File: src/rtl/fsts_pkg.sv
package fsts_pkg;

    localparam int TIME_POOL_BITS_DEF = 48;

    localparam int CMD_W       = 2;
    localparam int CFG_IDX_W   = 4;
    localparam int CFG_DATA_W  = 32;
    localparam int STEP_W      = 32;
    localparam int MAXS_W      = 8;
    localparam int CREDIT_W    = 32;
    localparam int ALPHA_W     = 16;
    localparam int OVF_CNT_W   = 32;
    localparam int TOTAL_W     = 64;

    typedef logic [CMD_W-1:0]     t_cmd;
    typedef logic [CFG_IDX_W-1:0] t_cfg_idx;

    localparam t_cmd CMD_TICK   = 2'd0;
    localparam t_cmd CMD_CREDIT = 2'd1;
    localparam t_cmd CMD_PAUSE  = 2'd2;
    localparam t_cmd CMD_RESUME = 2'd3;

    localparam t_cfg_idx CFG_STEP_UNITS = 4'd0;
    localparam t_cfg_idx CFG_MAX_STEPS  = 4'd1;

    localparam logic [STEP_W-1:0] STEP_UNITS_RESET = 32'd16667;
    localparam logic [MAXS_W-1:0] MAX_STEPS_RESET  = 8'd5;

endpackage

File: src/rtl/fsts_if.sv
interface fsts_in_if;
    logic                                   valid;
    logic                                   ready;
    logic [fsts_pkg::CMD_W-1:0]             cmd;
    logic signed [31:0]                     frame_time;
    logic signed [31:0]                     credit_amount;

    modport source (output valid, output cmd, output frame_time, output credit_amount,
                    input ready);
    modport sink   (input valid, input cmd, input frame_time, input credit_amount,
                    output ready);
endinterface

interface fsts_out_if;
    logic                                   valid;
    logic                                   ready;
    logic [fsts_pkg::MAXS_W-1:0]            steps_now;
    logic                                   overflowed;
    logic [fsts_pkg::ALPHA_W-1:0]           alpha_q16;
    logic [fsts_pkg::OVF_CNT_W-1:0]         overflow_total;
    logic [fsts_pkg::TOTAL_W-1:0]           steps_total;

    modport source (output valid, output steps_now, output overflowed, output alpha_q16,
                    output overflow_total, output steps_total, input ready);
    modport sink   (input valid, input steps_now, input overflowed, input alpha_q16,
                    input overflow_total, input steps_total, output ready);
endinterface

interface fsts_cfg_if;
    logic                                   valid;
    logic                                   ready;
    logic [fsts_pkg::CFG_IDX_W-1:0]         index;
    logic [fsts_pkg::CFG_DATA_W-1:0]        data;

    modport source (output valid, output index, output data, input ready);
    modport sink   (input valid, input index, input data, output ready);
endinterface

File: src/rtl/fixed_step_tick_scheduler.sv
// tick item: result after two capped divisions and, unless paused or alpha saturates,
// a fraction division, all on one subtractor
// credit, pause and resume items: no result
// input not ready while a tick is worked; next item taken once its result is loaded
// reset: synchronous, active low; clears pools, totals and pause, config to defaults
module fixed_step_tick_scheduler #(
    parameter int TIME_POOL_BITS = fsts_pkg::TIME_POOL_BITS_DEF
) (
    input  logic          i_clk,
    input  logic          i_rst_n,
    fsts_cfg_if.sink      i_cfg,
    fsts_in_if.sink       i_in,
    fsts_out_if.source    o_out
);

    localparam int PW = TIME_POOL_BITS;

    localparam logic [3:0] ST_IDLE  = 4'd0;
    localparam logic [3:0] ST_DIV1  = 4'd1;
    localparam logic [3:0] ST_POP   = 4'd2;
    localparam logic [3:0] ST_SUB1  = 4'd3;
    localparam logic [3:0] ST_DIV2  = 4'd4;
    localparam logic [3:0] ST_DROP  = 4'd5;
    localparam logic [3:0] ST_SUB2  = 4'd6;
    localparam logic [3:0] ST_ACHK  = 4'd7;
    localparam logic [3:0] ST_ALPHA = 4'd8;
    localparam logic [3:0] ST_DONE  = 4'd9;

    logic [3:0]                        r_state, n_state;
    logic [fsts_pkg::STEP_W-1:0]       r_step, n_step;
    logic [fsts_pkg::MAXS_W-1:0]       r_max, n_max;
    logic [PW-1:0]                     r_pool, n_pool;
    logic [fsts_pkg::CREDIT_W-1:0]     r_credit, n_credit;
    logic                              r_paused, n_paused;
    logic [fsts_pkg::OVF_CNT_W-1:0]    r_ovf_cnt, n_ovf_cnt;
    logic [fsts_pkg::TOTAL_W-1:0]      r_popped, n_popped;
    logic                              r_out_valid, n_out_valid;

    logic [PW-1:0]                     r_rem, n_rem;
    logic [15:0]                       r_q, n_q;
    logic [3:0]                        r_k, n_k;
    logic [39:0]                       r_prod, n_prod;
    logic [7:0]                        r_pop, n_pop;
    logic                              r_ovf, n_ovf;

    logic [fsts_pkg::MAXS_W-1:0]       r_o_steps;
    logic                              r_o_ovf;
    logic [fsts_pkg::ALPHA_W-1:0]      r_o_alpha;
    logic [fsts_pkg::OVF_CNT_W-1:0]    r_o_ovf_total;
    logic [fsts_pkg::TOTAL_W-1:0]      r_o_total;

    logic [PW-1:0]                     sub_a, sub_b, sub_diff;
    logic                              sub_ge;
    logic [fsts_pkg::STEP_W-1:0]       step_eff;
    logic [7:0]                        capped;
    logic [32:0]                       pop_total;
    logic [32:0]                       credit_sum;
    logic [PW:0]                       pool_sum;
    logic [31:0]                       ft_eff;
    logic [31:0]                       ca_u;
    logic [7:0]                        pop;
    logic [7:0]                        credit_take;
    logic                              in_fire, out_load;

    fsts_sub #(.W(PW)) u_sub (
        .i_a    (sub_a),
        .i_b    (sub_b),
        .o_diff (sub_diff),
        .o_ge   (sub_ge)
    );

    assign step_eff   = (r_step == '0) ? 32'd1 : r_step;
    assign in_fire    = i_in.valid && i_in.ready;
    assign i_in.ready = (r_state == ST_IDLE);
    assign i_cfg.ready = 1'b1;
    assign out_load   = (r_state == ST_DONE) && (!r_out_valid || o_out.ready);

    // min(quotient, r_max); bit 8 set means the quotient already exceeds any cap
    assign capped = (r_q[8] || (r_q[7:0] > r_max)) ? r_max : r_q[7:0];

    assign ft_eff     = (r_paused || i_in.frame_time[31]) ? 32'd0 : i_in.frame_time;
    assign ca_u       = i_in.credit_amount;
    assign pool_sum   = {1'b0, r_pool} + (PW + 1)'(ft_eff);
    assign credit_sum = {1'b0, r_credit} + {1'b0, ca_u};

    assign pop_total   = 33'(capped) + 33'(r_credit);
    assign pop         = (pop_total > 33'(r_max)) ? r_max : pop_total[7:0];
    assign credit_take = (r_credit < 32'(pop)) ? r_credit[7:0] : pop;

    always_comb begin
        unique case (r_state)
            ST_DIV1, ST_DIV2: begin
                sub_a = r_rem;
                sub_b = PW'(step_eff) << r_k;
            end
            ST_SUB1, ST_SUB2: begin
                sub_a = r_pool;
                sub_b = PW'(r_prod);
            end
            ST_ACHK: begin
                sub_a = r_pool;
                sub_b = PW'(step_eff);
            end
            ST_ALPHA: begin
                sub_a = r_rem << 1;
                sub_b = PW'(step_eff);
            end
            default: begin
                sub_a = '0;
                sub_b = '0;
            end
        endcase
    end

    always_comb begin
        n_state     = r_state;
        n_step      = r_step;
        n_max       = r_max;
        n_pool      = r_pool;
        n_credit    = r_credit;
        n_paused    = r_paused;
        n_ovf_cnt   = r_ovf_cnt;
        n_popped    = r_popped;
        n_out_valid = r_out_valid && !o_out.ready;
        n_rem       = r_rem;
        n_q         = r_q;
        n_k         = r_k;
        n_prod      = r_prod;
        n_pop       = r_pop;
        n_ovf       = r_ovf;

        if (i_cfg.valid && i_cfg.ready) begin
            if (i_cfg.index == fsts_pkg::CFG_STEP_UNITS) begin
                n_step = i_cfg.data;
            end else if (i_cfg.index == fsts_pkg::CFG_MAX_STEPS) begin
                n_max = i_cfg.data[7:0];
            end
        end

        unique case (r_state)
            ST_IDLE: begin
                if (in_fire) begin
                    unique case (i_in.cmd)
                        fsts_pkg::CMD_TICK: begin
                            n_pool  = pool_sum[PW] ? '1 : pool_sum[PW-1:0];
                            n_rem   = pool_sum[PW] ? '1 : pool_sum[PW-1:0];
                            n_q     = '0;
                            n_k     = 4'd8;
                            n_state = ST_DIV1;
                        end
                        fsts_pkg::CMD_CREDIT: begin
                            if (ca_u != '0 && !ca_u[31]) begin
                                n_credit = credit_sum[32] ? '1 : credit_sum[31:0];
                            end
                        end
                        fsts_pkg::CMD_PAUSE:  n_paused = 1'b1;
                        fsts_pkg::CMD_RESUME: n_paused = 1'b0;
                        default: ;
                    endcase
                end
            end
            ST_DIV1, ST_DIV2: begin
                if (sub_ge) begin
                    n_rem = sub_diff;
                end
                n_q = {r_q[14:0], sub_ge};
                n_k = r_k - 4'd1;
                if (r_k == '0) begin
                    n_state = (r_state == ST_DIV1) ? ST_POP : ST_DROP;
                end
            end
            ST_POP: begin
                n_pop    = pop;
                n_credit = r_credit - 32'(credit_take);
                n_prod   = 40'(pop - credit_take) * 40'(step_eff);
                n_state  = ST_SUB1;
            end
            ST_SUB1: begin
                n_pool  = sub_diff;
                n_rem   = sub_diff;
                n_q     = '0;
                n_k     = 4'd8;
                n_state = ST_DIV2;
            end
            ST_DROP: begin
                n_prod  = 40'(capped) * 40'(step_eff);
                n_ovf   = (capped != '0);
                n_state = ST_SUB2;
            end
            ST_SUB2: begin
                n_pool  = sub_diff;
                n_state = ST_ACHK;
            end
            ST_ACHK: begin
                if (r_paused) begin
                    n_q     = '0;
                    n_state = ST_DONE;
                end else if (sub_ge) begin
                    n_q     = '1;
                    n_state = ST_DONE;
                end else begin
                    n_rem   = r_pool;
                    n_q     = '0;
                    n_k     = 4'd15;
                    n_state = ST_ALPHA;
                end
            end
            ST_ALPHA: begin
                n_rem = sub_ge ? sub_diff : (r_rem << 1);
                n_q   = {r_q[14:0], sub_ge};
                n_k   = r_k - 4'd1;
                if (r_k == '0) begin
                    n_state = ST_DONE;
                end
            end
            ST_DONE: begin
                if (out_load) begin
                    if (r_ovf && r_ovf_cnt != '1) begin
                        n_ovf_cnt = r_ovf_cnt + 32'd1;
                    end
                    n_popped    = r_popped + 64'(r_pop);
                    n_out_valid = 1'b1;
                    n_state     = ST_IDLE;
                end
            end
            default: n_state = ST_IDLE;
        endcase
    end

    always_ff @(posedge i_clk) begin
        if (!i_rst_n) begin
            r_state     <= ST_IDLE;
            r_step      <= fsts_pkg::STEP_UNITS_RESET;
            r_max       <= fsts_pkg::MAX_STEPS_RESET;
            r_pool      <= '0;
            r_credit    <= '0;
            r_paused    <= 1'b0;
            r_ovf_cnt   <= '0;
            r_popped    <= '0;
            r_out_valid <= 1'b0;
        end else begin
            r_state     <= n_state;
            r_step      <= n_step;
            r_max       <= n_max;
            r_pool      <= n_pool;
            r_credit    <= n_credit;
            r_paused    <= n_paused;
            r_ovf_cnt   <= n_ovf_cnt;
            r_popped    <= n_popped;
            r_out_valid <= n_out_valid;
        end
    end

    always_ff @(posedge i_clk) begin
        r_rem  <= n_rem;
        r_q    <= n_q;
        r_k    <= n_k;
        r_prod <= n_prod;
        r_pop  <= n_pop;
        r_ovf  <= n_ovf;
        if (out_load) begin
            r_o_steps     <= r_pop;
            r_o_ovf       <= r_ovf;
            r_o_alpha     <= r_q;
            r_o_ovf_total <= n_ovf_cnt;
            r_o_total     <= n_popped;
        end
    end

    assign o_out.valid          = r_out_valid;
    assign o_out.steps_now      = r_o_steps;
    assign o_out.overflowed     = r_o_ovf;
    assign o_out.alpha_q16      = r_o_alpha;
    assign o_out.overflow_total = r_o_ovf_total;
    assign o_out.steps_total    = r_o_total;

`ifndef NO_ASSERTIONS
    // fraction division keeps the partial remainder below one step
    a_alpha_rem: assert property (@(posedge i_clk) disable iff (!i_rst_n)
        (r_state == ST_ALPHA) |-> (r_rem < PW'(step_eff)))
        else $error("fraction remainder not below step length");

    // a tick starts the first capped division on the next cycle
    a_tick_start: assert property (@(posedge i_clk) disable iff (!i_rst_n)
        (in_fire && i_in.cmd == fsts_pkg::CMD_TICK) |=> (r_state == ST_DIV1))
        else $error("tick did not start division");

    // popping never adds credit
    a_credit_pop: assert property (@(posedge i_clk) disable iff (!i_rst_n)
        (r_state == ST_POP) |=> (r_credit <= $past(r_credit)))
        else $error("credit grew while popping");
`endif

endmodule

File: src/rtl/fsts_sub.sv
module fsts_sub #(
    parameter int W = fsts_pkg::TIME_POOL_BITS_DEF
) (
    input  logic [W-1:0] i_a,
    input  logic [W-1:0] i_b,
    output logic [W-1:0] o_diff,
    output logic         o_ge
);

    logic [W:0] wide;

    assign wide   = {1'b0, i_a} - {1'b0, i_b};
    assign o_diff = wide[W-1:0];
    assign o_ge   = ~wide[W];

endmodule

File: src/flat_wrapper.sv
// flat-port wrapper written by rule: the top's interface ports become plain ports
module fixed_step_tick_scheduler_flat 
#(
    parameter int TIME_POOL_BITS = fsts_pkg::TIME_POOL_BITS_DEF
)
  (i_clk, i_rst_n, i_cfg_valid, i_cfg_index, i_cfg_data, i_cfg_ready, i_in_valid, i_in_cmd, i_in_frame_time, i_in_credit_amount, i_in_ready, o_out_valid, o_out_steps_now, o_out_overflowed, o_out_alpha_q16, o_out_overflow_total, o_out_steps_total, o_out_ready);
  fsts_cfg_if i_cfg_i ();
  fsts_in_if i_in_i ();
  fsts_out_if o_out_i ();
  input  logic i_clk;
  input  logic i_rst_n;
  input wire logic [$bits(i_cfg_i.valid)-1:0] i_cfg_valid;
  input wire logic [$bits(i_cfg_i.index)-1:0] i_cfg_index;
  input wire logic [$bits(i_cfg_i.data)-1:0] i_cfg_data;
  output wire logic [$bits(i_cfg_i.ready)-1:0] i_cfg_ready;
  input wire logic [$bits(i_in_i.valid)-1:0] i_in_valid;
  input wire logic [$bits(i_in_i.cmd)-1:0] i_in_cmd;
  input wire logic [$bits(i_in_i.frame_time)-1:0] i_in_frame_time;
  input wire logic [$bits(i_in_i.credit_amount)-1:0] i_in_credit_amount;
  output wire logic [$bits(i_in_i.ready)-1:0] i_in_ready;
  output wire logic [$bits(o_out_i.valid)-1:0] o_out_valid;
  output wire logic [$bits(o_out_i.steps_now)-1:0] o_out_steps_now;
  output wire logic [$bits(o_out_i.overflowed)-1:0] o_out_overflowed;
  output wire logic [$bits(o_out_i.alpha_q16)-1:0] o_out_alpha_q16;
  output wire logic [$bits(o_out_i.overflow_total)-1:0] o_out_overflow_total;
  output wire logic [$bits(o_out_i.steps_total)-1:0] o_out_steps_total;
  input wire logic [$bits(o_out_i.ready)-1:0] o_out_ready;
  assign i_cfg_i.valid = i_cfg_valid;
  assign i_cfg_i.index = i_cfg_index;
  assign i_cfg_i.data = i_cfg_data;
  assign i_cfg_ready = i_cfg_i.ready;
  assign i_in_i.valid = i_in_valid;
  assign i_in_i.cmd = i_in_cmd;
  assign i_in_i.frame_time = i_in_frame_time;
  assign i_in_i.credit_amount = i_in_credit_amount;
  assign i_in_ready = i_in_i.ready;
  assign o_out_valid = o_out_i.valid;
  assign o_out_steps_now = o_out_i.steps_now;
  assign o_out_overflowed = o_out_i.overflowed;
  assign o_out_alpha_q16 = o_out_i.alpha_q16;
  assign o_out_overflow_total = o_out_i.overflow_total;
  assign o_out_steps_total = o_out_i.steps_total;
  assign o_out_i.ready = o_out_ready;
  fixed_step_tick_scheduler #(.TIME_POOL_BITS(TIME_POOL_BITS)) u_core (.i_clk(i_clk), .i_rst_n(i_rst_n), .i_cfg(i_cfg_i), .i_in(i_in_i), .o_out(o_out_i));
endmodule
File: config.mk
export PLATFORM = sky130hd
export DESIGN_NAME = fixed_step_tick_scheduler_flat
export DESIGN_NICKNAME = d
export VERILOG_FILES = /design/src/rtl/fsts_pkg.sv /design/src/rtl/fsts_if.sv /design/src/rtl/fixed_step_tick_scheduler.sv /design/src/rtl/fsts_sub.sv /design/src/flat_wrapper.sv
export SDC_FILE = /design/constraint.sdc
export NUM_CORES = 2
export LEC_CHECK = 0
export BUFFER_PORTS_ARGS = -buffer_cell sky130_fd_sc_hd__buf_2
export CORE_MARGIN = 8
export CORE_UTILIZATION = 58
export DETAILED_ROUTE_END_ITERATION = 12
export GPL_TIMING_DRIVEN = 0
export PLACE_DENSITY = 0.78
export RECOVER_POWER = 50
export SLEW_MARGIN = 10
export SYNTH_ARGS = -nofsm -noshare
export SYNTH_HDL_FRONTEND = slang
export SYNTH_HIERARCHICAL = 1
export SYNTH_SLANG_ARGS = --single-unit
File: constraint.sdc
create_clock -name i_clk -period 15.95 [get_ports i_clk]
set_clock_uncertainty 0.1 [all_clocks]
set_input_delay 0.7975 -clock i_clk [delete_from_list [all_inputs] [get_ports i_clk]]
set_output_delay 0.7975 -clock i_clk [all_outputs]
set_load 0.02 [all_outputs]
==> results.toml <==
[clocking]
h-tree-depth = 2
cts_buffers = 51
clock_path_buffers = 3
holdBufCountCts = 0
clock-sinks = 460
cts.clk_slew.worst_paths_ns = 0.06
cts_root_buffer = "clkbuf_16"
cts_tree = "done"
clkLatencyLatePin_ns = 0.66

[floorplan]
die_h_um = 302.7
dieArea_um2 = 91640
io_pins = 231
fp.dieW_um = 302.7
rows = 105
start_util_pct = 58.35
coreArea_um2 = 81720

[min_path]
holdCritPathClass = "in -> reg"

[sta]
fin_hold_ws_ns = 0.3115
setup_viol = 0
rsz0062_at_grt = "true"
max_freq_mhz = 63.71
hold_violations = 0
worst_slack_ns = 0.2550
fin_tns_setup_ns = 0
min_period_ns = 15.70
relSlewSlack_pct = -183.3
report.final.slew_viol_count = 163
post-route-period-util_pct = 98.40
tightestPinTransition_ns = 4.249

[critical_path]
path_class = "reg -> reg"
start_kind = "register"
slowest_stage = "fa_1"
cp_common_cell = "fa_1"
required_ns = 16.26
cp_data_arrival_time_ns = 16.00
cpPeakStageDelay_ns = 0.57
worstPathBufferInverterCount = 14
crit_path_max_fanout = 11
cp-end-kind = "register"
crit_family = "compound AO/OA/AOI/OAI gates"

[synth]
synth_ff_type = "edfxtp_1"
yosysSeqAreaShare_pct = 24.31
synth_seq_cells = 460
ys_top_cells_by_area = "fa_1, edfxtp_1, dfxtp_1, ha_1, and2_1"
synth_area_um2 = 47680
syn_area_per_cell_um2 = 8.742
ys_types = 109
synthArstFlopShare_pct = 0
yosys_warnings = 6
synthCells = 5454
yosysTopAreaCellShare_pct = 16.63
synth_edf_count = 238
yosys.area.top_type = "fa_1"

[layout]
final_cell_area_um2 = 53060
drive_gt1_share_pct = 8.494
areaGrowthSynthToFinish_pct = 11.29
final_common_cell = "nand2_1"
layout_common_cells = "nand2_1, inv_1, clkbuf_1, fa_1, nor2_1"
nets = 6623

[flow_run]
maxCapViolations = 4

[placement]
preCtsSetupSlack_ns = -4.539
place_area_um2 = 50290
place_hpwl_mm = 129.2
gp_congestion = 1.012
io_buffer_count = 228

[drt]
num_vias = 43830
avgViaCountPerCell = 6.326
drt-pass1-iter-count = 10
wl_per_cell_um = 24.03
drt_iter0_drc = 6083
drt-total-wl_mm = 166.5
drc = 0
final_antenna_net_count = 0

[global_route]
grt_pass1_wl_mm = 248.9
grt-ovfl-total = 0
grt_usage_pct = 35.08
grt_pass1_vias = 42510
grt_max_degree = 80
antenna_found_initial = 5

[status]
status = "finished, violations left"
violations = "max-capacitance violations, max-slew violations"
-- cell usage after synthesis, drive strengths merged, types with 30 or more instances --
master / number
a211oi: 37
a21o: 70
a21oi: 276
a222oi: 85
a22oi: 44
and2: 368
and3: 48
buf: 45
clkbuf: 291
dfxtp: 222
edfxtp: 238
fa: 396
ha: 312
inv: 482
mux2: 38
mux2i: 59
nand2: 606
nand2b: 82
nand3: 124
nand4: 63
nor2: 365
nor2b: 60
nor3: 105
nor4: 43
o21a: 43
o21ai: 255
o31ai: 43
or3: 30
xnor2: 180
xor2: 100
-- kinds of logic (layout without fill, tap and decap cells) --
group / after synthesis / in the layout / share of synthesized area [%]
XOR/XNOR: 281 / 281 / 5.222
AO/OA/AOI/OAI: 1104 / 1104 / 15.83
multiplexers: 110 / 110 / 2.766
flip-flops: 460 / 460 / 24.31
adder cells (fa/ha/maj): 711 / 711 / 24.88
AND/OR/NAND/NOR: 1965 / 1965 / 20.43
other: 2 / 10 / 0.01575
buffers and inverters: 821 / 1217 / 6.555
-- per-stage QoR --
stage	utilization [%]	instances
6_report	64.93	6928
5_1_grt	64.92	6922
4_1_cts	64.37	6881
3_5_place_dp	61.54	6758
3_3_place_gp	61.40	6753
2_1_floorplan	-	5455
-- timing repair --
action | 4_1_cts | 5_1_grt
buffers inserted | 33 | 47
resized for setup | 83 | 72
pin swaps | 37 | 68
endpoints found under the setup margin | 35 | 21
-- path summary, 6_finish.rpt --
check / cells after the start / slack [ns] / end / from
setup / recovery: 74 / 0.25 / u_core/r_prod[38] / u_core/r_q[1]
hold / removal: 2 / 0.31 / u_core/r_paused / i_in_cmd[0]
setup reg to reg: 74 / 0.25 / u_core/r_prod[38] / u_core/r_q[1]
hold reg to reg: 0 / 0.33 / u_core/o_out.alpha_q16[15] / u_core/r_q[15]
-- per-layer routing --
layer,part of all wire (%),global-route usage [%]
met1,39,45.50
met2,44,54.25
met3,12,9.792
met4,5.4,16.47
met5,0,0
-- state kept, by name, summed over array words and instances, names as in the netlist --
register / cells
u_core/o_out.steps_total: 64
u_core/r_popped: 64
u_core/r_pool: 48
u_core/r_rem: 48
u_core/r_prod: 40
u_core/o_out.overflow_total: 32
u_core/r_credit: 32
u_core/r_ovf_cnt: 32
u_core/r_step: 32
u_core/o_out.alpha_q16: 16
u_core/r_q: 16
u_core/o_out.steps_now: 8
u_core/r_max: 8
u_core/r_pop: 8
u_core/r_k: 4
u_core/r_state: 4
u_core/o_out.overflowed: 1
u_core/o_out.valid: 1
u_core/r_ovf: 1
u_core/r_paused: 1
-- cell type report --
| type | instances | area [µm²] |
|---|---|---|
| flip-flops and latches | 460 | 11600 |
| fillers | 6889 | 28650 |
| plain buffers | 325 | 1321 |
| well taps | 1070 | 1339 |
| repair buffers | 311 | 1648 |
| clock inverters | 23 | 295.3 |
| clock buffers | 73 | 1429 |
| multi-input cells | 4174 | 33580 |
| inverters | 485 | 1834 |
| diodes | 7 | 17.52 |
Power is left out: the tool's default activity adds up to more than one toggle a clock period on the data nets, which glitch-free logic cannot reach.
